[config.mk]
export PLATFORM = sky130hd
export DESIGN_NAME = rx_line_ring_buffer
export DESIGN_NICKNAME = d
export VERILOG_FILES = /design/src/rlrb_pkg.sv /design/src/rlrb_store.sv /design/src/rlrb_seq.sv /design/src/rx_line_ring_buffer.sv
export SDC_FILE = /design/constraint.sdc
export NUM_CORES = 1
export LEC_CHECK = 0
export BUFFER_PORTS_ARGS = -buffer_cell sky130_fd_sc_hd__buf_2
export CAP_MARGIN = 20
export CORE_MARGIN = 2
export CORE_UTILIZATION = 65
export CTS_CLUSTER_DIAMETER = 120
export DETAILED_ROUTE_END_ITERATION = 10
export PLACE_DENSITY = 0.8
export RECOVER_POWER = 50
export SYNTH_ARGS = -nofsm -noshare
export SYNTH_HDL_FRONTEND = slang
export SYNTH_HIERARCHICAL = 1
export SYNTH_SLANG_ARGS = --single-unit
[constraint.sdc]
create_clock -name clk -period 8.9 [get_ports clk]
set_input_delay 0.445 -clock clk [delete_from_list [all_inputs] [get_ports clk]]
set_output_delay 0.445 -clock clk [all_outputs]
set_load 0.02 [all_outputs]
[src/rlrb_pkg.sv]
`timescale 1ns / 1ps
// Shared types and constants for the receive line ring buffer.
// No dependencies; used by rlrb_seq and rx_line_ring_buffer.
package rlrb_pkg;

  // Operation codes carried in the request kind.
  localparam logic OP_PUSH      = 1'b0;
  localparam logic OP_TAKE_LINE = 1'b1;

  // Line terminator searched for by a take-line request.
  localparam logic [7:0] NEWLINE_CODE = 8'h0A;

  // One result as handed from the sequencer to the output register.
  typedef struct packed {
    logic       byte_stored;
    logic       line_found;
    logic [7:0] line_byte;
    logic       last_of_run;
  } result_t;

endpackage

[src/rlrb_store.sv]
`timescale 1ns / 1ps
// Byte storage of the ring: one write port, one read port, registered read data.
// No dependencies.
module rlrb_store #(
  parameter int DEPTH = 64
) (
  input  logic                     clk,
  input  logic                     wr_en,
  input  logic [$clog2(DEPTH)-1:0] wr_addr,
  input  logic [7:0]               wr_data,
  input  logic                     rd_en,
  input  logic [$clog2(DEPTH)-1:0] rd_addr,
  output logic [7:0]               rd_data
);

  logic [7:0] mem [DEPTH];

  // Write port.
  always_ff @(posedge clk) begin
    if (wr_en) begin
      mem[wr_addr] <= wr_data;
    end
  end

  // Read port; data holds until the next read is issued.
  always_ff @(posedge clk) begin
    if (rd_en) begin
      rd_data <= mem[rd_addr];
    end
  end

endmodule

[src/rlrb_seq.sv]
`timescale 1ns / 1ps
// Request sequencer: ring pointers, push handling, newline scan and line emission.
// Depends on rlrb_pkg; drives the rlrb_store memory ports.
module rlrb_seq #(
  parameter int DEPTH = 64
) (
  input  logic                     clk,
  input  logic                     rst,
  input  logic                     in_valid,
  output logic                     in_ready,
  input  logic                     in_op,
  input  logic [7:0]               in_byte,
  output logic                     res_valid,
  input  logic                     res_ready,
  output rlrb_pkg::result_t        res,
  output logic                     mem_wr_en,
  output logic [$clog2(DEPTH)-1:0] mem_wr_addr,
  output logic [7:0]               mem_wr_data,
  output logic                     mem_rd_en,
  output logic [$clog2(DEPTH)-1:0] mem_rd_addr,
  input  logic [7:0]               mem_rd_data
);
  import rlrb_pkg::*;

  localparam int PTR_W = $clog2(DEPTH);
  localparam logic [PTR_W-1:0] PTR_LAST = PTR_W'(DEPTH - 1);

  typedef enum logic [2:0] {
    ST_IDLE,
    ST_PUSH,
    ST_SCAN_RD,
    ST_SCAN_CHK,
    ST_NOLINE,
    ST_EMIT_RD,
    ST_EMIT_OUT
  } state_t;

  state_t           state;
  logic [PTR_W-1:0] wr_ptr;
  logic [PTR_W-1:0] rd_ptr;
  logic [PTR_W-1:0] scan_ptr;
  logic [PTR_W-1:0] emit_ptr;
  logic [PTR_W-1:0] end_ptr;
  logic             op;
  logic [7:0]       rx_byte;
  logic             full;
  logic             emit_last;

  // Pointer increment with wrap at DEPTH-1, also for non-power-of-two depths.
  function automatic logic [PTR_W-1:0] ptr_next(input logic [PTR_W-1:0] p);
    ptr_next = (p == PTR_LAST) ? '0 : p + PTR_W'(1);
  endfunction

  // One slot stays empty, so the ring is full when the writer would meet the reader.
  assign full      = (ptr_next(wr_ptr) == rd_ptr);
  assign emit_last = (ptr_next(emit_ptr) == end_ptr);
  assign in_ready  = (state == ST_IDLE);

  // Memory accesses. Writes happen only in the push state and reads only during
  // a take-line, so the two never touch the same entry in overlapping cycles.
  assign mem_wr_en   = (state == ST_PUSH) && res_ready && !full;
  assign mem_wr_addr = wr_ptr;
  assign mem_wr_data = rx_byte;
  assign mem_rd_en   = ((state == ST_SCAN_RD) && (scan_ptr != wr_ptr)) ||
                       (state == ST_EMIT_RD);
  assign mem_rd_addr = (state == ST_EMIT_RD) ? emit_ptr : scan_ptr;

  // Result offered to the output register.
  always_comb begin
    res       = '0;
    res_valid = 1'b0;
    case (state)
      ST_PUSH: begin
        res_valid       = 1'b1;
        res.byte_stored = !full;
        res.last_of_run = 1'b1;
      end
      ST_NOLINE: begin
        res_valid       = 1'b1;
        res.last_of_run = 1'b1;
      end
      ST_EMIT_OUT: begin
        res_valid       = 1'b1;
        res.line_found  = 1'b1;
        res.line_byte   = mem_rd_data;
        res.last_of_run = emit_last;
      end
      default: begin
        res_valid = 1'b0;
      end
    endcase
  end

  // Sequencer state and pointers.
  always_ff @(posedge clk) begin
    if (rst) begin
      state    <= ST_IDLE;
      wr_ptr   <= '0;
      rd_ptr   <= '0;
      scan_ptr <= '0;
      emit_ptr <= '0;
      end_ptr  <= '0;
    end else begin
      case (state)
        ST_IDLE: begin
          if (in_valid) begin
            scan_ptr <= rd_ptr;
            state    <= (in_op == OP_PUSH) ? ST_PUSH : ST_SCAN_RD;
          end
        end
        ST_PUSH: begin
          if (res_ready) begin
            if (!full) begin
              wr_ptr <= ptr_next(wr_ptr);
            end
            state <= ST_IDLE;
          end
        end
        ST_SCAN_RD: begin
          // Reaching the writer means no complete line is stored.
          state <= (scan_ptr == wr_ptr) ? ST_NOLINE : ST_SCAN_CHK;
        end
        ST_SCAN_CHK: begin
          scan_ptr <= ptr_next(scan_ptr);
          if (mem_rd_data == NEWLINE_CODE) begin
            end_ptr  <= ptr_next(scan_ptr);
            emit_ptr <= rd_ptr;
            state    <= ST_EMIT_RD;
          end else begin
            state <= ST_SCAN_RD;
          end
        end
        ST_NOLINE: begin
          if (res_ready) begin
            state <= ST_IDLE;
          end
        end
        ST_EMIT_RD: begin
          state <= ST_EMIT_OUT;
        end
        ST_EMIT_OUT: begin
          if (res_ready) begin
            emit_ptr <= ptr_next(emit_ptr);
            if (emit_last) begin
              rd_ptr <= end_ptr;
              state  <= ST_IDLE;
            end else begin
              state <= ST_EMIT_RD;
            end
          end
        end
        default: begin
          state <= ST_IDLE;
        end
      endcase
    end
  end

  // Request payload capture.
  always_ff @(posedge clk) begin
    if (in_valid && in_ready) begin
      op      <= in_op;
      rx_byte <= in_byte;
    end
  end

  // The kind of the held request must match the branch taken.
  a_push_kind: assert property (@(posedge clk) disable iff (rst)
    (state == ST_PUSH) |-> (op == OP_PUSH))
    else $error("push state entered for a take-line request");

  // The final byte of an emitted line is always the terminator.
  a_line_ends_newline: assert property (@(posedge clk) disable iff (rst)
    (res_valid && res.line_found && res.last_of_run) |-> (res.line_byte == NEWLINE_CODE))
    else $error("emitted line does not end in a newline");

  // Only a stored push moves the write pointer.
  a_wr_ptr_hold: assert property (@(posedge clk) disable iff (rst)
    (state != ST_PUSH) |=> (wr_ptr == $past(wr_ptr)))
    else $error("write pointer moved outside a push");

  // Completing a line frees exactly the bytes through the newline.
  a_rd_ptr_free: assert property (@(posedge clk) disable iff (rst)
    ((state == ST_EMIT_OUT) && res_ready && emit_last) |=> (rd_ptr == $past(end_ptr)))
    else $error("read pointer not advanced past the emitted line");

endmodule

[src/rx_line_ring_buffer.sv]
`timescale 1ns / 1ps
// Receive line ring buffer: push requests store bytes, take-line requests emit
// the oldest complete line. A push result is registered from the push state and
// the next request is taken back in idle. A take-line scans each stored byte in
// a read and a check state and emits each line byte in a read and an output state,
// bound by the single read port and its registered read data; the buffer takes no
// new request until the line is out. With no newline, the scan runs to the writer
// and a single result follows. An output stall holds the sequencer in its result state.
// Reset empties the ring at once; the byte memory is not cleared.
// Depends on rlrb_pkg, rlrb_seq, rlrb_store.
module rx_line_ring_buffer #(
  parameter int DEPTH = 64
) (
  input  logic       clk,
  input  logic       rst,
  input  logic       s_axis_tvalid,
  output logic       s_axis_tready,
  input  logic [7:0] s_axis_tdata,   // [7:0] rx_byte
  input  logic       s_axis_tuser,   // [0] operation
  output logic       m_axis_tvalid,
  input  logic       m_axis_tready,
  output logic [7:0] m_axis_tdata,   // [7:0] line_byte
  output logic [1:0] m_axis_tuser,   // [0] byte_stored, [1] line_found
  output logic       m_axis_tlast    // last_of_run
);
  import rlrb_pkg::*;

  localparam int PTR_W = $clog2(DEPTH);

  logic             res_valid;
  logic             res_ready;
  result_t          res;
  logic             mem_wr_en;
  logic [PTR_W-1:0] mem_wr_addr;
  logic [7:0]       mem_wr_data;
  logic             mem_rd_en;
  logic [PTR_W-1:0] mem_rd_addr;
  logic [7:0]       mem_rd_data;

  rlrb_seq #(
    .DEPTH(DEPTH)
  ) u_seq (
    .clk         (clk),
    .rst         (rst),
    .in_valid    (s_axis_tvalid),
    .in_ready    (s_axis_tready),
    .in_op       (s_axis_tuser),
    .in_byte     (s_axis_tdata),
    .res_valid   (res_valid),
    .res_ready   (res_ready),
    .res         (res),
    .mem_wr_en   (mem_wr_en),
    .mem_wr_addr (mem_wr_addr),
    .mem_wr_data (mem_wr_data),
    .mem_rd_en   (mem_rd_en),
    .mem_rd_addr (mem_rd_addr),
    .mem_rd_data (mem_rd_data)
  );

  rlrb_store #(
    .DEPTH(DEPTH)
  ) u_store (
    .clk     (clk),
    .wr_en   (mem_wr_en),
    .wr_addr (mem_wr_addr),
    .wr_data (mem_wr_data),
    .rd_en   (mem_rd_en),
    .rd_addr (mem_rd_addr),
    .rd_data (mem_rd_data)
  );

  // Output register: takes a new result when empty or being drained.
  assign res_ready = !m_axis_tvalid || m_axis_tready;

  always_ff @(posedge clk) begin
    if (rst) begin
      m_axis_tvalid <= 1'b0;
    end else if (res_ready) begin
      m_axis_tvalid <= res_valid;
    end
  end

  always_ff @(posedge clk) begin
    if (res_ready && res_valid) begin
      m_axis_tdata <= res.line_byte;
      m_axis_tuser <= {res.line_found, res.byte_stored};
      m_axis_tlast <= res.last_of_run;
    end
  end

endmodule

# == After elaboration in Yosys (flattened, before gate mapping) ==
# Memories as Yosys holds them, arrays and structs flattened. A register that Yosys moved wholly into a read port is not among the register bits.
# Cells that the tools add are included.
# W data, S select, Z words.
# word_totals
output_inout_bits,13
input_bits,13
elab_cells,77
ram_bits,512
mem_count,1
ff_bits,53
# op_classes
n_eq_ne,18
n_mux,22
reduce_logical,20
add_sub_neg,3
bitwise_logic,1
# memory_table
name,depth,word_bits,rd,rd_ports_with_merged_regs,write_ports,line_no,source
u_store.mem,64,8,1,1,1,rlrb_store.sv:16,logic [7:0] mem [DEPTH];
# ops
op,count
$mux W6,7
$pmux W6 S2,2
$add A6 B1 Y6 const B,3
$eq A6 B6 Y1,3
$eq A6 B6 Y1 const B,3
$mux W3,6
$pmux W3 S6,1
$reduce_and A3 Y1,4
$eq A3 B3 Y1 const B,3
$mux W9,1
$eq A8 B4 Y1 const B,1
$eq A3 B2 Y1 const B,2
$ne A6 B6 Y1,1
$logic_and A1 B1 Y1,5
$ne A2 B1 Y1 const B,2
$ne A2 B2 Y1 const B,2
$reduce_and A2 Y1,2
$reduce_bool A2 Y1,2
$eq A3 B1 Y1 const B,1
$logic_not A3 Y1,1
$mux W1,3
$reduce_or A3 Y1,1
$logic_not A1 Y1,2
$logic_or A1 B1 Y1,2
other kinds (4),4

# == Longest topological paths before layout ==
# Gate-level depths: netlist of the first run.
# depth
ltp_word,7
ltp_mapped,12
depth_no_buf,9

# == By module ==
# Netlist of the first run, hierarchy kept.
# by_module_without_submodules
module,cells_each,instances,seq_area_each_um2,area_each_um2
rlrb_store,940,1,15615.0,20246.9
rlrb_seq,343,1,900.9,2747.6
rx_line_ring_buffer,16,1,350.3,385.4

# == Least setup slack after synthesis of the first run ==
# Ideal clock, no wire load.
# synth_timing
kind,register to register
start,register u_seq.state[2]
end,"register u_store.rd_data[3], read port of u_store.mem (data pin)"
path_buffers,3
synth_period_minus_slack_ns,3.023
arrival_time_ns,2.756
slack_ns,5.877
required_ns,8.634
setup_time_ns,0.266
path_stages_with_launch,10
path_cell_list,dfxtp_1 clkbuf_1 nand3b_1 mux2_2 buf_6 buf_4 mux4_2 mux4_2 o21ai_1 o41ai_1
# synth_via
elab_cells_between_ends,5
cone_classes,eq/ne (2); mux (1); reduce/logical (2)
# synth_rtl
item,line_no,source
from (decl),rlrb_seq.sv:38,state_t state;
from (signal assigned),rlrb_seq.sv:108,state <= (in_op == OP_PUSH) ? ST_PUSH : ST_SCAN_RD;
from (signal assigned),rlrb_seq.sv:121,state <= (scan_ptr == wr_ptr) ? ST_NOLINE : ST_SCAN_CHK;
$eq A3 B3 Y1,rlrb_seq.sv:66,assign mem_rd_addr = (state == ST_EMIT_RD) ? emit_ptr : scan_ptr;
$mux W6,rlrb_seq.sv:66,
named net mem_rd_addr[0],rx_line_ring_buffer.sv:37,logic [PTR_W-1:0] mem_rd_addr;
to (decl),rlrb_store.sv:13,output logic [7:0] rd_data
# The timed path passes the listed nets, and every way through them passes these cells.
# A chain may end at the register's enable or synchronous reset.

# == Worst setup path in the final report of the first run ==
# layout_timing
start,register u_seq.wr_ptr[1] (netlist: u_seq/mem_wr_addr[1])
end,"memory u_store.mem[38][7], enable pin"
# layout_via
elab_chain_cells,7
elab_cells_between_ends,8
cone_classes,add/sub (1); eq/ne (2); mux (3); reduce/logical (2)
# layout_rtl
item,line_no,source
from (decl),rlrb_seq.sv:39,logic [PTR_W-1:0] wr_ptr;
from (signal assigned),rlrb_seq.sv:114,wr_ptr <= ptr_next(wr_ptr);
$add A6 B1 Y6 or $eq A6 B6 Y1 (tied branches),rlrb_seq.sv:51,ptr_next = (p == PTR_LAST) ? '0 : p + PTR_W'(1);
$mux W6 (*),rlrb_seq.sv:51,
$eq A6 B6 Y1 (*),rlrb_seq.sv:55,assign full = (ptr_next(wr_ptr) == rd_ptr);
$logic_not A1 Y1 (*),rlrb_seq.sv:61,assign mem_wr_en = (state == ST_PUSH) && res_ready && !full;
$logic_and A1 B1 Y1 (*),rlrb_seq.sv:61,
named net mem_wr_en,rx_line_ring_buffer.sv:33,logic mem_wr_en;
$mux W1 (*),rlrb_store.sv:20,if (wr_en) begin
$mux W1 (not written as such) (*),rlrb_store.sv:21,mem[wr_addr] <= wr_data;
to (decl),rlrb_store.sv:16,
# Mark *: on every way through the listed nets, which the timed path passes. The rest lies on a longest branch.

==> results of run 1 <==
## worst max-delay path by stage
stage                    startpoint                 end  slack, ns  cells past startpoint
2_1_floorplan        u_seq/state[2]  u_store/rd_data[3]       5.88                      9
5_1_grt              u_seq/state[2]  u_store/rd_data[5]       4.02                      8
3_3_place_gp         u_seq/state[2]  u_store/rd_data[3]       4.47                      7
3_5_place_dp         u_seq/state[2]  u_store/rd_data[3]       4.37                      7
6_report       u_seq/mem_wr_addr[1]  u_store/mem[38][7]       4.36                      9
4_1_cts              u_seq/state[2]  u_store/rd_data[3]       4.39                      7
## worst max-delay path, cell delays in order, from the launching register on
cell       delay (ns)
dfxtp_1          0.83
ha_1             0.45
nand3_1          0.20
or2_1            0.36
o2111ai_2        0.28
o311ai_4         0.20
inv_2            0.19
nor2b_1          0.28
nand3_1          0.47
nor2_1           0.89
## cell usage after synthesis (all sizes together) (11+ instances only)
library cell and n:
buf 47, mux4 126, nand2 42, mux2 18, nand3 23, nor3 13
nor2b 18, edfxtp 539, o21ai 31, a21oi 33, nor2 120, clkbuf 33
dfxtp 34, inv 11, mux2i 27, and2 13
## power groups by stage
stage | combinational (uW) | clock (uW) | sequential, uW
3_3_place_gp | 302 | 0 | 3080
2_1_floorplan | 177 | 0 | 3120
5_1_grt | 334 | 2190 | 3040
4_1_cts | 315 | 2100 | 3030
3_5_place_dp | 314 | 0 | 3090
6_report | 312 | 2080 | 3040
## sequential cells by signal, summed over array words and instances (netlist names)
| register | cells |
|---|---|
| u_store/mem | 512 |
| m_axis_tdata | 8 |
| u_seq/mem_wr_data | 8 |
| u_store/rd_data | 8 |
| u_seq/emit_ptr | 6 |
| u_seq/end_ptr | 6 |
| u_seq/mem_wr_addr | 6 |
| u_seq/rd_ptr | 6 |
| u_seq/scan_ptr | 6 |
| u_seq/state | 3 |
| m_axis_tuser | 2 |
| m_axis_tlast | 1 |
| m_axis_tvalid | 1 |
## metrics by stage
step	std cells	worst slack (ns)	hold WS, ns	instance area (um2)
after detailed placement	1723	4.37	0.489	23800
final	1817	4.36	0.0488	25300
after global placement	1723	4.47	0.482	23800
after floorplan	1299	5.88	0.464	23400
after global routing	1817	4.02	0.0345	25300
after CTS	1817	4.39	0.0327	25400
## routing by layer
metal  share of wire, %  vias to the layer above  GRT usage, %
met2                 49                      769          45.0
met5                  0                        -             0
met3                 10                      101          5.81
met4                2.9                        0          8.79
met1                 38                     6491          39.4
li1                   -                     5260             -
## cell families after synthesis
| group | count (synthesis) |
|---|---|
| AOI/OAI and AO/OA | 156 |
| adders and majority gates | 3 |
| buffers and inverters | 91 |
| muxes | 171 |
| xor gates and xnor gates | 17 |
| and+or+nand+nor | 288 |
| DFF | 573 |
## layout make-up
| type | instances | area (um2) | share of cell area, % |
|---|---|---|---|
| repair buffers | 43 | 215 | 0.850 |
| flip-flops and latches | 573 | 16900 | 66.7 |
| inverters | 11 | 41.3 | 0.163 |
| clock buffers | 65 | 1390 | 5.50 |
| multi-input cells | 635 | 6030 | 23.8 |
| well taps | 461 | 577 | 2.28 |
| clock inverters | 29 | 186 | 0.737 |
==> impl_metrics.csv, run 1 <==
group,metric,value,unit
power_and_ir_drop,power_leakage,0.00759,uW
synth,synth_top_family_by_area,"multiplexers",
drt,wl,51.3,mm
worst_setup_path,ff2ff_setup_slack,4.36,ns
worst_setup_path,critPathKind,"flip-flop to flip-flop",
synth,yosys.area_share.simple,6.05,%
synth,synth_cell_types,77,
worst_setup_path,cp-start-kind,"flip-flop",
die,row_count,69,
worst_setup_path,reg2regPathDepth,9,
power_and_ir_drop,power.internal,4260,uW
timing,worst_slew_pin_slew,3.23,ns
timing,fin_skew,0.0126,ns
grt,grt_antenna_before_repair,0,
synth,synthFlopType,"edfxtp_1",
power_and_ir_drop,p_sw,1170,uW
die,start_util,65.9,%
layout,post-route-util,71.3,%
min_path,hold_end,"u_seq/mem_wr_data[4]",
min_path,hp-class,"primary input to flip-flop",
layout,syn_to_final_growth,8.23,%
layout,filler_cell_count,2032,
worst_setup_path,worstPathRequired,9.09,ns
timing,setup_viol,0,
job,cap_violations,8,
worst_setup_path,r2r_end,"u_store/mem[38][7]",
worst_setup_path,critPathMaxFanout,19,
clock_network,cts_root_buffer,"clkbuf_16",
power_and_ir_drop,p_seq_share,56.0,%
die,ios,26,
grt,grt_pass1_wl,78.2,mm
place,port_buffers,25,
timing,max_freq,220,MHz
clock_network,clkTransAtPathRegs,0.06,ns
timing,finalHoldViolCount,0,
power_and_ir_drop,max-vdd-ir-drop,0.000148,V
layout,nets,1334,
outcome,status,"finished, violations left",
place,gp_congestion,0.871,
synth,synth_edf_count,539,
timing,drv_slew,520,
timing,period_share,51.0,%
synth,syn_avg_cell_area,18.0,um2
timing,rsz0062_at_grt,"false",
layout,num_antenna_cells,0,
clock_network,htree_levels,2,
min_path,min_from,"s_axis_tdata[4]",
synth,yosys.area_share.adder,0.161,%
synth,syn_area,23400,um2
grt,grt_pass1_vias,12500,
die,die_area,37500,um2
worst_setup_path,rr_startpoint,"u_seq/mem_wr_addr[1]",
min_path,holdPathStages,1,
die,die_width,194,um
grt,track_usage,28.0,%
clock_network,cts-resized-gates,0,
clock_network,clockBufferDepth,3,
drt,vias,12600,
drt,dr.first_iter.drc_count,1666,
synth,synth-xor-area-share,0.637,%
synth,ys.warnings.count,6,
drt,first_pass_iters,9,
die,core_region_area,35500,um2
power_and_ir_drop,pwr-share-clk,38.3,%
drt,vias_per_cell,6.95,
power_and_ir_drop,power_density,215,nW/um2
synth,synthCells,1299,
clock_network,post_cts_buffers,0,
drt,drcViolationCount,0,
clock_network,clk_latency,0.57,ns
timing,fin_crit,4.54,ns
die,die-height,194,um
power_and_ir_drop,power,5430,uW
layout,layout.cells.most_common_list,"edfxtp_1, mux4_2, nor2_1",
synth,synth_top_area_share,69.2,%
outcome,violations,"max-capacitance violations, max-slew violations",
clock_network,cts.sinks,573,
power_and_ir_drop,swShare,21.6,%
synth,ys_seq_area_share,72.1,%
drt,antenna_left,0,
worst_setup_path,cp.arrival,4.73,ns
synth,synth_fp_nets,1315,
layout,drive_gt1_share,18.7,%
power_and_ir_drop,combinationalPowerShare,5.8,%
grt,grt_max_degree,75,
synth,synth_area_leader_cell,"edfxtp_1",
synth,synth_compound_area_share,4.66,%
timing,slew_headroom,-116,%
clock_network,cts_made_buffers,54,
drt,wl_per_cell,28.2,um
synth,async_flop_share,0,%
synth,synthTopCellsByArea,"edfxtp_1, mux4_2, dfxtp_1",
timing,tns,0,ns
place,place_hpwl,29.6,mm
clock_network,cts_tree,"yes",
layout,final_common_cell,"edfxtp_1",
clock_network,hold_buffers,0,
synth,ys_seq_elements,573,
worst_setup_path,cp-end-kind,"flip-flop",
synth,synthMuxAreaShare,14.2,%
grt,grt_overflow,0,
Note: power is estimated with default switching activity, not from simulation.
==> inputs of run 2 (changes only) <==
CORE_UTILIZATION = 63   (was 65)
PLACE_DENSITY = 0.78   (was 0.8)
clock period = 4.59 ns   (was 8.9 ns; I/O delays follow)
==> impl_metrics.csv, run 2 (synthesized netlist as in run 1, its figures left out) <==
group,metric,value,unit
outcome,status,"finished, violations left",
outcome,violations,"max-capacitance violations, max-slew violations",
die,die_area,38700,um2
power_and_ir_drop,power_density,423,nW/um2
layout,largest_reg_flops,512,
layout,top_register,"u_store/mem",
layout,layout.cells.most_common_list,"edfxtp_1, mux4_2, nor2_1",
timing,period_share,90.1,%
die,ios,26,
worst_setup_path,cp-start-kind,"flip-flop",
clock_network,cts_tree,"yes",
drt,antenna_left,0,
layout,drive_gt1_share,20.2,%
grt,grt_max_degree,65,
worst_setup_path,critPathMaxFanout,19,
layout,final_common_cell,"edfxtp_1",
timing,rsz0062_at_grt,"false",
die,die_width,197,um
drt,drcViolationCount,0,
timing,max_freq,242,MHz
place,dpl_cell_area,24000,um2
power_and_ir_drop,max-vdd-ir-drop,0.000276,V
clock_network,clkTransAtPathRegs,0.06,ns
timing,fin_crit,4.14,ns
place,place_hpwl,31.0,mm
layout,filler_cell_count,2146,
place,pre_cts_ws,0.569,ns
clock_network,cts-resized-gates,0,
worst_setup_path,critPathKind,"flip-flop to flip-flop",
timing,setup_ws,0.453,ns
layout,fin_area,25800,um2
clock_network,htree_levels,2,
layout,syn_to_final_growth,10.2,%
drt,first_pass_iters,6,
timing,fin_skew,0.0158,ns
place,port_buffers,25,
clock_network,hold_buffers,8,
job,cap_violations,8,
power_and_ir_drop,power,10900,uW
drt,dr.first_iter.drc_count,1575,
grt,grt_pass1_vias,12400,
timing,drv_slew,464,
timing,worst_slew_pin_slew,3.51,ns
drt,vias_per_cell,6.90,
drt,vias,12900,
die,core_region_area,36600,um2
die,die-height,197,um
grt,grt_pass1_wl,79.9,mm
min_path,hp-class,"primary input to flip-flop",
place,gp_congestion,0.931,
clock_network,cts_made_buffers,54,
timing,slew_headroom,-134,%
timing,setup_viol,0,
drt,wl_per_cell,28.8,um
clock_network,cts_root_buffer,"clkbuf_16",
die,row_count,70,
worst_setup_path,worstPathRequired,4.81,ns
grt,grt_antenna_before_repair,0,
timing,finalHoldViolCount,0,
worst_setup_path,cp-end-kind,"flip-flop",
die,start_util,63.9,%
clock_network,post_cts_buffers,0,
clock_network,clockBufferDepth,3,
layout,nets,1370,
drt,wl,53.7,mm
worst_setup_path,cp.arrival,4.35,ns
clock_network,clk_latency,0.59,ns
clock_network,cts.sinks,573,
timing,tns,0,ns
grt,track_usage,28.2,%
grt,grt_overflow,0,
layout,num_antenna_cells,0,
power_and_ir_drop,power_leakage,0.00784,uW
timing,hold_ws,0.0600,ns
run 2: cell types whose count changed in the layout (fill, tap and decap cells not counted), moves of 2 or more:
cell	delta
buf_4	+23
and2_0	-4
dlygate4sd3_1	+8
clkbuf_1	+3
clkinv_8	-2
buf_12	+3
and2_1	+4
bufinv_16	+4
run 2: area by class of cell:
cell class                 count  area [um2]  area share, %
multi-input combinational    635        6020           23.4
tap                          468         586           2.27
inverter                      11        41.3          0.160
timing repair buffer          79         534           2.07
clock buffer                  66        1420           5.50
clock inverter                32         299           1.16
sequential                   573       16900           65.5
run 2: layer usage:
layer  global-route usage (%)  wire length [um]  up-vias
met3                     4.88              5380      121
met5                        0                 0        -
met2                     44.6             25600      849
met1                     41.4             20900     6535
li1                         -                 -     5351
met4                     8.60              1790        0
run 2: final timing paths:
kind / startpoint / end / slack, ns / cells after the start
setup / recovery: u_seq/mem_wr_addr[1] / u_store/mem[18][3] / 0.45 / 9
hold / removal: m_axis_tready / m_axis_tvalid / 0.06 / 3
setup reg to reg: u_seq/mem_wr_addr[1] / u_store/mem[18][3] / 0.45 / 9
hold reg to reg: u_seq/end_ptr[5] / u_seq/rd_ptr[5] / 0.51 / 2
run 2: per-stage QoR:
stage               util (%)  cells
floorplan                  -   1299
finish                  70.4   1864
detailed placement      65.6   1756
CTS                     70.5   1862
global route            70.4   1864
global placement        65.6   1756
run 2: worst max-delay path: stages, from the launching register on:
cell and delay (ns):
dfxtp_1 0.73, ha_1 0.41, nand3_1 0.19, or2_1 0.35, o2111ai_2 0.29, o311ai_4 0.21, inv_2 0.17, nor2b_1 0.26
nand2_1 0.44, nor2_1 0.70
run 2: power by group:
part	internal (uW)	switching (uW)	total, uW
combinational	199	445	644
sequential	5860	37.4	5900
clock	2480	1870	4350
total	8530	2350	10900
==> inputs of run 3 (changes only) <==
--- a/config.mk
+++ b/config.mk
@@ -9,8 +9,9 @@
 export CAP_MARGIN = 20
 export CORE_MARGIN = 2
-export CORE_UTILIZATION = 63
+export CORE_UTILIZATION = 56
 export CTS_CLUSTER_DIAMETER = 120
+export CTS_CLUSTER_SIZE = 8
 export DETAILED_ROUTE_END_ITERATION = 10
-export PLACE_DENSITY = 0.78
+export PLACE_DENSITY = 0.7
 export RECOVER_POWER = 50
 export SYNTH_ARGS = -nofsm -noshare
==> constraint.sdc (replaced) <==
create_clock -name clk -period 4.59 [get_ports clk]
set_input_delay 0.918 -clock clk [delete_from_list [all_inputs] [get_ports clk]]
set_output_delay 0.918 -clock clk [all_outputs]
set_load 0.02 [all_outputs]
==> impl_metrics.csv, run 3 (synthesized netlist as in run 1, its figures left out) <==
group,metric,value,unit
outcome,status,"finished, violations left",
outcome,violations,"max-capacitance violations, max-slew violations",
timing,worst_slew_pin_slew,3.56,ns
timing,setup_viol,0,
drt,vias,12700,
layout,drive_gt1_share,22.2,%
place,gp_congestion,0.890,
layout,seq_area,16900,um2
drt,wl,53.4,mm
layout,num_antenna_cells,0,
die,start_util,57.0,%
worst_setup_path,slowest_stage,"nor2_1",
min_path,holdPathStages,1,
worst_setup_path,critPathMaxStageDelay,0.74,ns
layout,syn_to_final_growth,12.4,%
min_path,min_from,"s_axis_tdata[4]",
grt,grt_pass1_vias,12700,
power_and_ir_drop,power_density,448,nW/um2
worst_setup_path,critPathKind,"flip-flop to flip-flop",
timing,finalHoldViolCount,0,
die,die_area,43400,um2
clock_network,cts_made_buffers,81,
job,cap_violations,8,
drt,drcViolationCount,0,
die,row_count,74,
layout,layout.cells.most_common_list,"edfxtp_1, mux4_2, nor2_1",
clock_network,cts_root_buffer,"clkbuf_16",
timing,tns,0,ns
worst_setup_path,worstPathCellList,"ha_1 > nand3_1 > or2_1 > o2111ai_2 > o311ai_4 > inv_2 > nor2b_1 > nand2_1 > nor2_1",
place,port_buffers,25,
timing,fin_skew,0.0253,ns
worst_setup_path,critPathMaxFanout,18,
die,ios,26,
min_path,hp-class,"primary input to flip-flop",
worst_setup_path,r2r_end,"u_store/mem[4][1]",
grt,grt_pass1_wl,81.0,mm
grt,grt_max_degree,72,
worst_setup_path,cp.arrival,4.32,ns
timing,period_share,89.6,%
drt,wl_per_cell,27.7,um
timing,slew_headroom,-138,%
timing,max_freq,243,MHz
power_and_ir_drop,max-vdd-ir-drop,0.000226,V
clock_network,hold_buffers,0,
worst_setup_path,cp-end-kind,"flip-flop",
clock_network,cts-resized-gates,0,
grt,grt_antenna_before_repair,0,
timing,hold_ws,0.498,ns
layout,final_common_cell,"edfxtp_1",
worst_setup_path,reg2regPathDepth,9,
drt,first_pass_iters,7,
layout,nets,1393,
worst_setup_path,cp-start-kind,"flip-flop",
die,die-height,208,um
timing,fin_crit,4.11,ns
layout,largest_reg_flops,512,
die,die_width,208,um
layout,top_register,"u_store/mem",
clock_network,cts_tree,"yes",
clock_network,clk_latency,0.60,ns
clock_network,htree_levels,3,
drt,dr.first_iter.drc_count,1737,
worst_setup_path,worstPathRequired,4.80,ns
place,place_hpwl,31.6,mm
timing,rsz0062_at_grt,"false",
layout,multi_input_area,6030,um2
drt,antenna_left,0,
clock_network,post_cts_buffers,0,
drt,vias_per_cell,6.58,
grt,track_usage,25.3,%
min_path,hold_end,"u_seq/mem_wr_data[4]",
clock_network,clkTransAtPathRegs,0.05,ns
worst_setup_path,rr_startpoint,"u_seq/mem_wr_addr[0]",
grt,grt_overflow,0,
timing,drv_slew,520,
clock_network,cts.sinks,573,
die,core_region_area,41000,um2
worst_setup_path,ff2ff_setup_slack,0.48,ns
layout,filler_cell_count,2742,
power_and_ir_drop,power_leakage,0.00810,uW
clock_network,clockBufferDepth,3,
worst_setup_path,critPathLaunch,"u_seq/mem_wr_addr[0]",
run 3: changes by cell type in the layout (fill, tap and decap cells not counted), sizes merged:
cell | before | now
buf | 48 | 59
bufinv | 5 | 0
clkbuf | 89 | 112
clkinv | 22 | 3
clkinvlp | 3 | 0
dlygate4sd3 | 8 | 0
inv | 13 | 14
run 3: power by group:
group | total (uW) | internal [uW] | switching (uW)
combinational | 641 | 200 | 441
sequential | 5910 | 5880 | 32.3
clock | 5240 | 3210 | 2020
total | 11800 | 9290 | 2500
run 3: final cells by class:
type	instances	area share (%)
flip-flops and latches	573	64.2
multi-input cells	635	22.9
clock buffers	96	8.09
well taps	532	2.53
repair buffers	75	1.85
clock inverters	6	0.286
inverters	11	0.157
run 3: worst max path at each step:
| stage | endpoint | slack, ns | cells after the start |
|---|---|---|---|
| after floorplan | u_store/rd_data[3] | 1.57 | 9 |
| after global placement | u_store/mem[16][2] | 0.80 | 9 |
| after detailed placement | u_store/mem[4][1] | 0.54 | 9 |
| after CTS | u_store/mem[4][1] | 0.53 | 9 |
| after global routing | u_store/mem[4][7] | 0.21 | 9 |
| final | u_store/mem[4][1] | 0.48 | 9 |
run 3: layer usage:
metal / GRT usage [%] / routed length, um / up-vias
li1: - / - / 5383
met1: 37.0 / 22000 / 6501
met2: 38.8 / 25100 / 688
met3: 5.45 / 4800 / 111
met4: 7.57 / 1500 / 0
met5: 0 / 0 / -
run 3: metrics by stage:
step	instance area (um2)	std cells	total power, uW	setup WS (ns)	utilization [%]
2_1_floorplan	23400	1299	6390	1.57	-
4_1_cts	26300	1928	11900	0.531	64.2
3_3_place_gp	24100	1825	6620	0.803	58.8
6_report	26300	1928	11800	0.478	64.1
3_5_place_dp	24100	1826	6630	0.543	58.8
5_1_grt	26300	1928	12100	0.209	64.1
run 3: critical path, delay by kind of cell (launching register included):
kind | cells | cell delay, ns
fa+ha+maj | 1 | 0.40
compound gates | 2 | 0.48
simple gates | 5 | 2.03
flops | 1 | 0.65
buf+inv | 1 | 0.16
